<file path="src/code_length_run_encoder_core_assert.svh">
// Assertion macros shared by the code length run encoder RTL.
`ifndef CODE_LENGTH_RUN_ENCODER_CORE_ASSERT_SVH
`define CODE_LENGTH_RUN_ENCODER_CORE_ASSERT_SVH

// Concurrent assertion on an explicit clock and active-low reset.
`define CLRE_ASSERT_CLK(label, clk, rst_n, prop, msg) \
  label: assert property (@(posedge clk) disable iff (!rst_n) (prop)) else $error(msg);

// Concurrent assertion on the block clock and reset.
`define CLRE_ASSERT(label, prop, msg) \
  `CLRE_ASSERT_CLK(label, clk_i, rst_ni, prop, msg)

`endif

</file>
<file path="src/clre_pkg.sv">
// Package with constants and widths of the code length run encoder.
`timescale 1ns / 1ps
`default_nettype none

package clre_pkg;

  localparam int unsigned MAX_SYMBOLS = 316;
  localparam int unsigned MAX_RESULTS = 55;

  localparam int unsigned LEN_W      = 4;
  localparam int unsigned SYM_W      = 5;
  localparam int unsigned REP_W      = 8;
  localparam int unsigned RES_CNT_W  = 6;
  localparam int unsigned IN_TDATA_W  = 8;
  localparam int unsigned OUT_TDATA_W = 16;

  localparam logic [SYM_W-1:0] SYM_REPEAT_PREV = 5'd16;
  localparam logic [SYM_W-1:0] SYM_ZERO_SHORT  = 5'd17;
  localparam logic [SYM_W-1:0] SYM_ZERO_LONG   = 5'd18;
  localparam logic [SYM_W-1:0] SYM_ZERO_LIT    = 5'd0;

  localparam int unsigned ZERO_SHORT_MAX = 10;
  localparam int unsigned ZERO_LONG_MAX  = 138;
  localparam int unsigned REPEAT_MAX     = 6;
  localparam int unsigned LITERAL_MAX    = 2;

endpackage

`default_nettype wire

</file>
<file path="src/code_length_run_encoder_core.sv">
// Code length run encoder: run tracking and iterative deflate symbol flush.
// An item that only opens or extends a run is taken while the block stays
// ready. An item that closes a run moves the block to the flush state, which
// loads one result per cycle into the output register (up to 55) while that
// register is empty or being taken; output back-pressure holds the flush.
// Ready returns with the load of the final result of the item.
// Reset (rst_ni low, asynchronous) closes any open run and drops pending output.
`timescale 1ns / 1ps
`default_nettype none

module code_length_run_encoder_core #(
  parameter int unsigned MaxSymbols = clre_pkg::MAX_SYMBOLS
) (
  input  wire logic                               clk_i,
  input  wire logic                               rst_ni,
  input  wire logic                               s_axis_tvalid,
  output logic                                    s_axis_tready,
  // [3:0] code_length, [7:4] zero
  input  wire logic [clre_pkg::IN_TDATA_W-1:0]    s_axis_tdata,
  // is_last
  input  wire logic                               s_axis_tlast,
  output logic                                    m_axis_tvalid,
  input  wire logic                               m_axis_tready,
  // [4:0] symbol, [12:5] repeat_count, [15:13] zero
  output logic [clre_pkg::OUT_TDATA_W-1:0]        m_axis_tdata,
  // last_of_item
  output logic                                    m_axis_tlast,
  // end_of_sequence
  output logic                                    m_axis_tuser
);

`include "code_length_run_encoder_core_assert.svh"

  localparam int unsigned RunW = $clog2(MaxSymbols + 1);
  localparam int unsigned CmpW = (RunW > clre_pkg::REP_W) ? RunW : clre_pkg::REP_W;
  localparam int unsigned LenW = clre_pkg::LEN_W;
  localparam int unsigned SymW = clre_pkg::SYM_W;
  localparam int unsigned RepW = clre_pkg::REP_W;
  localparam int unsigned ResW = clre_pkg::RES_CNT_W;
  localparam int unsigned PadW = clre_pkg::OUT_TDATA_W - SymW - RepW;

  typedef enum logic [1:0] {
    ST_IDLE  = 2'b01,
    ST_FLUSH = 2'b10
  } state_e;

  state_e            state_q, state_d;

  // Run tracking
  logic [LenW-1:0]   prev_q, prev_d;
  logic              run_valid_q, run_valid_d;
  logic [RunW-1:0]   run_cnt_q, run_cnt_d;

  // Flush sequencer
  logic [LenW-1:0]   len_q, len_d;
  logic [LenW-1:0]   len2_q, len2_d;
  logic [RunW-1:0]   rest_q, rest_d;
  logic              first_q, first_d;
  logic              pend_q, pend_d;
  logic              seq_last_q, seq_last_d;
  logic [ResW-1:0]   res_cnt_q, res_cnt_d;

  // Output register
  logic              out_valid_q, out_valid_d;
  logic [SymW-1:0]   out_sym_q;
  logic [RepW-1:0]   out_rep_q;
  logic              out_lst_q;
  logic              out_eos_q;

  logic [LenW-1:0]   in_len;
  logic              in_acc;
  logic              match;
  logic [RunW-1:0]   cnt_inc;
  logic [LenW-1:0]   new_prev;
  logic [RunW-1:0]   new_cnt;
  logic              adv;

  // Shared step unit
  logic [CmpW-1:0]   r_ext;
  logic [CmpW-1:0]   dec;
  logic [CmpW-1:0]   r_next;
  logic [SymW-1:0]   step_sym;
  logic [RepW-1:0]   step_rep;
  logic              step_final;

  assign in_len        = s_axis_tdata[LenW-1:0];
  assign s_axis_tready = (state_q == ST_IDLE);
  assign in_acc        = s_axis_tvalid && s_axis_tready;
  assign adv           = (state_q == ST_FLUSH) && (!out_valid_q || m_axis_tready);

  assign match   = run_valid_q && (in_len == prev_q);
  assign cnt_inc = (run_cnt_q < RunW'(MaxSymbols)) ? run_cnt_q + 1'b1 : run_cnt_q;
  assign new_prev = match ? prev_q : in_len;
  assign new_cnt  = match ? cnt_inc : RunW'(1);

  // Pick symbol and decrement, then one subtract produces the remaining count
  always_comb begin
    r_ext    = CmpW'(rest_q);
    step_sym = SymW'(len_q);
    step_rep = RepW'(1);
    dec      = CmpW'(1);
    if (len_q == '0) begin
      if (r_ext <= CmpW'(clre_pkg::LITERAL_MAX)) begin
        step_sym = clre_pkg::SYM_ZERO_LIT;
      end else if (r_ext <= CmpW'(clre_pkg::ZERO_SHORT_MAX)) begin
        step_sym = clre_pkg::SYM_ZERO_SHORT;
        step_rep = RepW'(r_ext);
        dec      = r_ext;
      end else if (r_ext <= CmpW'(clre_pkg::ZERO_LONG_MAX)) begin
        step_sym = clre_pkg::SYM_ZERO_LONG;
        step_rep = RepW'(r_ext);
        dec      = r_ext;
      end else begin
        step_sym = clre_pkg::SYM_ZERO_LONG;
        step_rep = RepW'(clre_pkg::ZERO_LONG_MAX);
        dec      = CmpW'(clre_pkg::ZERO_LONG_MAX);
      end
    end else if (!first_q && (r_ext > CmpW'(clre_pkg::LITERAL_MAX))) begin
      step_sym = clre_pkg::SYM_REPEAT_PREV;
      if (r_ext <= CmpW'(clre_pkg::REPEAT_MAX)) begin
        step_rep = RepW'(r_ext);
        dec      = r_ext;
      end else begin
        step_rep = RepW'(clre_pkg::REPEAT_MAX);
        dec      = CmpW'(clre_pkg::REPEAT_MAX);
      end
    end
    r_next     = r_ext - dec;
    step_final = ((r_next == '0) && !pend_q) ||
                 (res_cnt_q == ResW'(clre_pkg::MAX_RESULTS - 1));
  end

  always_comb begin
    state_d     = state_q;
    prev_d      = prev_q;
    run_valid_d = run_valid_q;
    run_cnt_d   = run_cnt_q;
    len_d       = len_q;
    len2_d      = len2_q;
    rest_d      = rest_q;
    first_d     = first_q;
    pend_d      = pend_q;
    seq_last_d  = seq_last_q;
    res_cnt_d   = res_cnt_q;
    out_valid_d = out_valid_q;

    if (m_axis_tready) begin
      out_valid_d = 1'b0;
    end

    case (state_q)
      ST_IDLE: begin
        if (in_acc) begin
          if (s_axis_tlast) begin
            prev_d      = '0;
            run_valid_d = 1'b0;
            run_cnt_d   = '0;
          end else begin
            prev_d      = new_prev;
            run_valid_d = 1'b1;
            run_cnt_d   = new_cnt;
          end
          len2_d     = in_len;
          first_d    = 1'b1;
          seq_last_d = s_axis_tlast;
          res_cnt_d  = '0;
          if (run_valid_q && !match) begin
            // close the old run; the new one follows if this is the last item
            len_d   = prev_q;
            rest_d  = run_cnt_q;
            pend_d  = s_axis_tlast;
            state_d = ST_FLUSH;
          end else if (s_axis_tlast) begin
            len_d   = new_prev;
            rest_d  = new_cnt;
            pend_d  = 1'b0;
            state_d = ST_FLUSH;
          end
        end
      end
      ST_FLUSH: begin
        if (adv) begin
          out_valid_d = 1'b1;
          res_cnt_d   = res_cnt_q + 1'b1;
          if (step_final) begin
            state_d = ST_IDLE;
          end else if (r_next == '0) begin
            len_d   = len2_q;
            rest_d  = RunW'(1);
            first_d = 1'b1;
            pend_d  = 1'b0;
          end else begin
            rest_d  = RunW'(r_next);
            first_d = 1'b0;
          end
        end
      end
      default: begin
        state_d = ST_IDLE;
      end
    endcase
  end

  always_ff @(posedge clk_i or negedge rst_ni) begin
    if (!rst_ni) begin
      state_q     <= ST_IDLE;
      prev_q      <= '0;
      run_valid_q <= 1'b0;
      run_cnt_q   <= '0;
      len_q       <= '0;
      len2_q      <= '0;
      rest_q      <= '0;
      first_q     <= 1'b0;
      pend_q      <= 1'b0;
      seq_last_q  <= 1'b0;
      res_cnt_q   <= '0;
      out_valid_q <= 1'b0;
    end else begin
      state_q     <= state_d;
      prev_q      <= prev_d;
      run_valid_q <= run_valid_d;
      run_cnt_q   <= run_cnt_d;
      len_q       <= len_d;
      len2_q      <= len2_d;
      rest_q      <= rest_d;
      first_q     <= first_d;
      pend_q      <= pend_d;
      seq_last_q  <= seq_last_d;
      res_cnt_q   <= res_cnt_d;
      out_valid_q <= out_valid_d;
    end
  end

  // Result payload holds until the next advance
  always_ff @(posedge clk_i) begin
    if (adv) begin
      out_sym_q <= step_sym;
      out_rep_q <= step_rep;
      out_lst_q <= step_final;
      out_eos_q <= step_final && seq_last_q;
    end
  end

  assign m_axis_tvalid = out_valid_q;
  assign m_axis_tdata  = {PadW'(0), out_rep_q, out_sym_q};
  assign m_axis_tlast  = out_lst_q;
  assign m_axis_tuser  = out_eos_q;

  `CLRE_ASSERT(a_eos_is_item_end, (m_axis_tvalid && m_axis_tuser) |-> m_axis_tlast, "end of sequence without item end")
  `CLRE_ASSERT(a_rep_range, m_axis_tvalid |-> ((out_rep_q != '0) && (out_rep_q <= RepW'(clre_pkg::ZERO_LONG_MAX))), "repeat count out of range")
  `CLRE_ASSERT(a_literal_rep_one, (m_axis_tvalid && (out_sym_q < clre_pkg::SYM_REPEAT_PREV)) |-> (out_rep_q == RepW'(1)), "literal with repeat above one")
  `CLRE_ASSERT(a_res_cnt_max, res_cnt_q <= ResW'(clre_pkg::MAX_RESULTS), "result count above limit")
  `CLRE_ASSERT(a_run_cnt_max, run_cnt_q <= RunW'(MaxSymbols), "run count above saturation")
  `CLRE_ASSERT(a_flush_rest_nonzero, (state_q == ST_FLUSH) |-> (rest_q != '0), "flush with empty run")

endmodule

`default_nettype wire

</file>
<file path="config.mk">
export PLATFORM = sky130hd
export DESIGN_NAME = code_length_run_encoder_core
export DESIGN_NICKNAME = d
export VERILOG_FILES = /design/src/clre_pkg.sv /design/src/code_length_run_encoder_core.sv
export VERILOG_INCLUDE_DIRS = /design/src /design/src/src
export SDC_FILE = /design/constraint.sdc
export NUM_CORES = 1
export LEC_CHECK = 0
export BUFFER_PORTS_ARGS = -buffer_cell sky130_fd_sc_hd__buf_2
export CAP_MARGIN = 30
export CORE_ASPECT_RATIO = 0.9
export CORE_MARGIN = 4
export CORE_UTILIZATION = 45
export CTS_CLUSTER_SIZE = 28
export DETAILED_ROUTE_END_ITERATION = 16
export PLACE_DENSITY = 0.68
export SLEW_MARGIN = 20
export SYNTH_ARGS = -nofsm -noshare
export SYNTH_HDL_FRONTEND = slang
export SYNTH_SLANG_ARGS = --single-unit
</file>
<file path="constraint.sdc">
create_clock -name clk_i -period 3.9 [get_ports clk_i]
set_clock_uncertainty 0.2 [all_clocks]
set_input_delay 0 -clock clk_i [delete_from_list [all_inputs] [get_ports clk_i]]
set_output_delay 0 -clock clk_i [all_outputs]
set_load 0.005 [all_outputs]
</file>
# Yosys cells after proc, flatten, opt, wreduce, memory -nomap -nowiden
# Index checks and enable logic that the tools add are counted.
[totals]
out_inout_bits = 20
ff_bits = 58
inputBits = 13
wordCells = 117
[classes]
add_sub_neg = 3
magnitude_cmp = 6
n_reduce_logical = 22
n_eq_ne = 10
muxes = 60
[ops]
columns = ["cell", "count"]
rows = [
  ["2-to-1 mux 9 bit", 15],
  ["2-to-1 mux 8 bit", 6],
  ["2-to-1 mux 4 bit", 8],
  ["one-hot mux 9 bit (2 select lines)", 1],
  ["2-to-1 mux 5 bit", 3],
  ["2-to-1 mux 1 bit", 14],
  ["2-to-1 mux 2 bit", 6],
  ["2-to-1 mux 6 bit", 2],
  ["one-hot mux 6 bit (2 select lines)", 1],
  ["adder 9 x 1 -> 9 bit (second input constant)", 1],
  ["> comparator 9 x 2 -> 1 bit (second input constant)", 1],
  ["<= comparator 9 x 2 -> 1 bit (second input constant)", 1],
  ["<= comparator 9 x 3 -> 1 bit (second input constant)", 1],
  ["<= comparator 9 x 4 -> 1 bit (second input constant)", 1],
  ["<= comparator 9 x 8 -> 1 bit (second input constant)", 1],
  ["zero test 9 bit", 1],
  ["less-than comparator 9 bit (second input constant)", 1],
  ["subtractor 9 bit", 1],
  ["one-hot mux 4 bit (2 select lines)", 1],
  ["AND reduction 4 bit", 2],
  ["logical AND 1 bit", 7],
  ["adder 6 x 1 -> 6 bit (second input constant)", 1],
  ["equality test 6 bit (second input constant)", 1],
  ["!= test 2 bit (second input constant)", 3],
  ["15 further kinds", 21],
]

# Depth between registers and ports, before layout
[logic_depth]
word_depth = 12
depth_mapped = 18
depth_no_buf = 17

# Worst setup path after synthesis
# OpenSTA, ideal clock, no wires.
[synth_path]
path_kind = "reg-to-reg"
startpoint = "reg rest_q[5], in the netlist r_ext[5]"
endpoint = "reg len_q[0]"
slack_ps = -332
stages_incl_launch_ff = 17
n_path_buf = 1
t_arrival_ps = 3906
required_ps = 3574
path_cell_list = "dfrtp_1 or3_1 nand3b_1 nor2b_1 a21oi_1 o21ai_0 ha_1 inv_1 fa_1 a21o_1 a221oi_2 mux2i_1 o2111ai_1 or2_0 buf_2 o31a_1 a221o_1"
[synth_between]
elab_chain_len = 11
word_cells_on_any_way = 19
classes_between = "1 x add/sub; 5 x order compare; 2 x eq/ne; 6 x mux; 5 x reduce/logical"
[synth_lines]
columns = ["element", "line", "source"]
rows = [
  ["from (decl)", "code_length_run_encoder_core.sv:57", "logic [RunW-1:0] rest_q, rest_d;"],
  ["from (signal assigned)", "code_length_run_encoder_core.sv:225", "rest_q <= rest_d;"],
  ["<= comparator 9 x 8 -> 1 bit", "code_length_run_encoder_core.sv:109", "end else if (r_ext <= CmpW'(clre_pkg::ZERO_LONG_MAX)) begin"],
  ["2-to-1 mux 9 bit", "code_length_run_encoder_core.sv:109", ""],
  ["2-to-1 mux 9 bit", "code_length_run_encoder_core.sv:105", "end else if (r_ext <= CmpW'(clre_pkg::ZERO_SHORT_MAX)) begin"],
  ["2-to-1 mux 9 bit", "code_length_run_encoder_core.sv:103", "if (r_ext <= CmpW'(clre_pkg::LITERAL_MAX)) begin"],
  ["2-to-1 mux 9 bit (*)", "code_length_run_encoder_core.sv:102", "if (len_q == '0) begin"],
  ["via dec[0]", "code_length_run_encoder_core.sv:80", "logic [CmpW-1:0] dec;"],
  ["subtractor 9 bit (*)", "code_length_run_encoder_core.sv:128", "r_next = r_ext - dec;"],
  ["zero test 9 bit (*)", "code_length_run_encoder_core.sv:129, code_length_run_encoder_core.sv:187", ""],
  ["logical AND 1 bit", "code_length_run_encoder_core.sv:129", "step_final = ((r_next == '0) && !pend_q) ||"],
  ["logical OR 1 bit", "code_length_run_encoder_core.sv:129", ""],
  ["!= test 2 bit (no line)", "--", ""],
  ["AND reduction 6 bit (no line) (*)", "--", ""],
  ["to (signal assigned)", "code_length_run_encoder_core.sv:223", "len_q <= len_d;"],
  ["to (decl)", "code_length_run_encoder_core.sv:55", "logic [LenW-1:0] len_q, len_d;"],
]
# The timed path passes the listed nets; every way through them passes the cells marked *.
# A chain may end at the register's enable or synchronous reset.

# Worst setup path after layout
[layout_path]
startpoint = "reg rest_q[4], in the netlist r_ext[4]"
endpoint = "reg len_q[0]"
# Same word-level chain as after synthesis.

==> impl_results.md <==
- Core Footprint: a little over 7000 sq um
- Yosys reg bits: 58
- Synthesized netlist cell count: around 360
- Starting Density: 47.31%
- Vias in the first global route: 2847
- Internal Pwr Total: 2356 uW
- P per Cell Area: 908.8 nW/um^2
- Outcome: finished, violations left
- GRT Util Overall: 19.02%
- Finished Layout Cells: approximately 540
- Initial antenna violation count: 0
- Data required, critical path: 3.92 ns
- Port bufs: 25
- Crit path DAT: 4.21 ns
- Row cnt: 29
- Post-route cell area: 4298 sq um
- Worst min path class: input pin to flop
- Max rail drop VDD: approximately 0.38 mV
- WHS: 0.02649 ns
- Clk_lat worst skew: around 0.34 ns
- Hold Path Origin: s_axis_tvalid
- Ys flop type: dfrtp_1
- Total grt overflow: 0
- CTS tree: yes
- Post-synthesis sequential area ratio: 44.73%
- Drt first pass iters: 4
- EDFF count, synth: 15
- Routed length per instance: 15.26 um
- Post-synth top area share: 30.77%
- Clock root cell: clkbuf_8
- First DRT Iteration DRCs: 153
- NetSw: 1550 uW
- Capturing point of the worst reg2reg path: len_q[0]
- Diode count: 0
- Vias per cell: 5.428
- I/O pin cnt: 33
- Clock Sinks: between 50 and 60
- Die area: 9050 sq um
- Reg clk slew, reported paths: about 0.06 ns
- Clock Power Share: between 15 and 20%
- Max-slew violations: 0
- Worst reg2reg path startpoint: r_ext[4]
- Worst-margin pin slew: 0.6469 ns
- DP Cell Count: 503
- Final #Nets: 464
- Leakage: just under 0.002 uW
- H-tree depth: 3
- TritonCTS Buffers: 9
- Fin crit period: 4.188 ns
- Sw Ratio: 39.68%
- RSZ-0062 raised after global routing: true
- Crit path launch type: flop
- Via count: 2915
- Die boundary height: 90.65 um
- Drc violations: 0
- Period utilization: 107.4%
- Final WL: about 8.2 mm
- Dpl ws: -0.2668 ns
- CP Capture Type: flop
- Synth top area cells: dfrtp_1 (31%), edfxtp_1 (13%), nand2_1 (6.3%)
- Async set-reset flop share out of synthesis: about three quarters
- R2r setup slk: -0.29 ns
- Final core occ: about three fifths
- Routed Antenna Nets: 0
- Critical path startpoint: r_ext[4]
- Slew HR: 56.82%
- Leading area contributor after synthesis: dfrtp_1
- Distinct cell type count after synthesis: 59
- Crit Path Category: flop to flop
- Yosys warnings: 0
- Dpl hpwl: 5.897 mm
- Setup ws final: -0.2883 ns
- Layout cells sized above 1: 24.55%
- Count of final hold-check violations: 0
- Placed inst area: 3874 sq um
- Fmax: 238.8 MHz
- Post-Syn Area: roughly 3400 sq um
- Gpl congestion: around 0.92
- Largest net degree at the start of global routing: 44
- Clock Tree Buf Depth: 2
- Comb pwr share: 59.7%
- Reg power frac: 24.7%
- Number of cells on the worst hold path: 4
- Wire length of the first global-routing pass: 13.74 mm
- Layout area overhead: 25.82%
- Min-Delay Endpoint: len2_q[1]
- Reg2Reg Depth: 15
- Crit Path Max Fanout: 4
- Max-capacitance violation count: 0
- Mean Syn Cell Area: between 9 and 10 sq um
- Die X: 99.84 um
- Final setup vio count: 19
- Failing checks: negative setup slack
==> synthesized netlist by cell type (2+ instances only) <==
cell type and count:
a22o_1 4, o211ai_1 3, xor2_1 12, o21a_1 7
nor2_1 25, mux2_2 6, o21ai_0 26, buf_2 2
buf_4 3, nand3b_1 2, nand3_1 11, or3_1 3
nand2_1 57, nor3_1 4, o22ai_1 3, a31oi_1 5
o31ai_1 8, mux2i_1 9, and2_1 9, nand4_1 4
nand2b_1 4, ha_1 11, a21o_1 3, dfrtp_1 42
nor2b_1 9, a221o_1 4, xnor2_1 6, edfxtp_1 15
a21oi_1 10, o41ai_1 2, inv_1 13, clkbuf_1 10
nor4_1 2, o31a_1 2
==> power by group through the flow <==
stage	Combinational (uW)	Sequential (uW)	Clock [uW]
after CTS	2150	959	622
after detailed placement	2060	970	0
after global routing	2560	985	652
after floorplan	1370	941	0
after global placement	2030	963	0
final	2330	963	611
==> routing by layer <==
| layer | GRT usage (%) | share of wire, % | vias up |
|---|---|---|---|
| li1 | - | - | 1444 |
| met1 | 25.00 | 46 | 1391 |
| met2 | 29.39 | 47 | 63 |
| met3 | 5.174 | 4.8 | 17 |
| met4 | 7.850 | 2.2 | 0 |
| met5 | 0 | 0 | - |
==> registers in the layout, summed over array words and instances (netlist names), 2 cells and up <==
| name | cells |
|---|---|
| r_ext | 9 |
| run_cnt_q | 9 |
| out_rep_q | 8 |
| res_cnt_q | 6 |
| out_sym_q | 5 |
| len2_q | 4 |
| len_q | 4 |
| prev_q | 4 |
| state_q | 2 |
==> placed cells by master (no fill, tap or decap), drive strengths merged, types with 2 or more instances in the layout <==
master and count:
a21o 4, a21oi 10, a221o 4, a221oi 2, a22o 4, a31oi 5, and2 9, buf 73
bufinv 2, clkbuf 14, conb 3, dfrtp 42, dlygate4sd3 8, edfxtp 15, ha 11, inv 13
mux2 6, mux2i 9, nand2 58, nand2b 4, nand3 11, nand3b 2, nand4 4, nor2 25
nor2b 9, nor3 4, nor4 3, o2111ai 2, o211ai 3, o21a 7, o21ai 26, o22ai 3
o31a 3, o31ai 8, o41ai 2, or3 3, xnor2 6, xor2 12
==> critical path, cell delays in order, from the launching register on <==
cell	delay [ns]
dfrtp_1	0.38
or3_4	0.39
nand3b_1	0.18
a31oi_1	0.22
a21oi_1	0.10
o21ai_1	0.17
ha_2	0.21
inv_2	0.04
fa_2	0.35
a21o_1	0.20
a221oi_2	0.30
mux2i_1	0.25
o2111ai_2	0.14
or2_1	0.28
o31a_1	0.31
a221o_1	0.36
==> cell type report <==
class                   instances  area [sq um]
clock buffers                  14         152.6
clock inverters                 2         60.06
fillers                       615          2923
inverters                      13         48.80
multi-input cells             276          1814
flip-flops and latches         58          1528
well taps                      93         116.4
repair buffers                 81         578.1
==> per-stage QoR <==
stage | setup TNS (ns) | total power [uW]
5_1_grt | -8.149 | 4193
3_5_place_dp | -2.257 | 3033
4_1_cts | -1.440 | 3733
3_3_place_gp | -1.161 | 2989
6_report | -3.792 | 3906
2_1_floorplan | -1.567 | 2313
==> worst max path at each step <==
stage	endpoint
final	len_q[0]
after CTS	len_q[0]
after global placement	len_q[2]
after floorplan	len_q[0]
after detailed placement	len_q[0]
after global routing	len_q[0]
==> what timing repair did <==
| action | CTS | global route |
|---|---|---|
| hold buffers | 7 | 1 |
| endpoints found under the hold margin | 61 | 10 |
| setup endpoints to repair | 13 | 19 |
| setup buffers | 4 | 5 |
| gates resized for setup | 4 | 5 |
| pin swaps | 2 | 5 |
==> kinds of logic after synthesis <==
family / after synthesis / share of synthesized area [%]
and+or+nand+nor: 138 / 19.23
AOI/OAI and AO/OA: 90 / 18.21
DFF: 58 / 44.73
buffers and inverters: 29 / 3.883
xor gates and xnor gates: 18 / 4.615
muxes: 15 / 4.615
adders and majority gates: 12 / 4.615
other: 1 / 0.1098
Note: power is estimated with default switching activity, not from simulation.
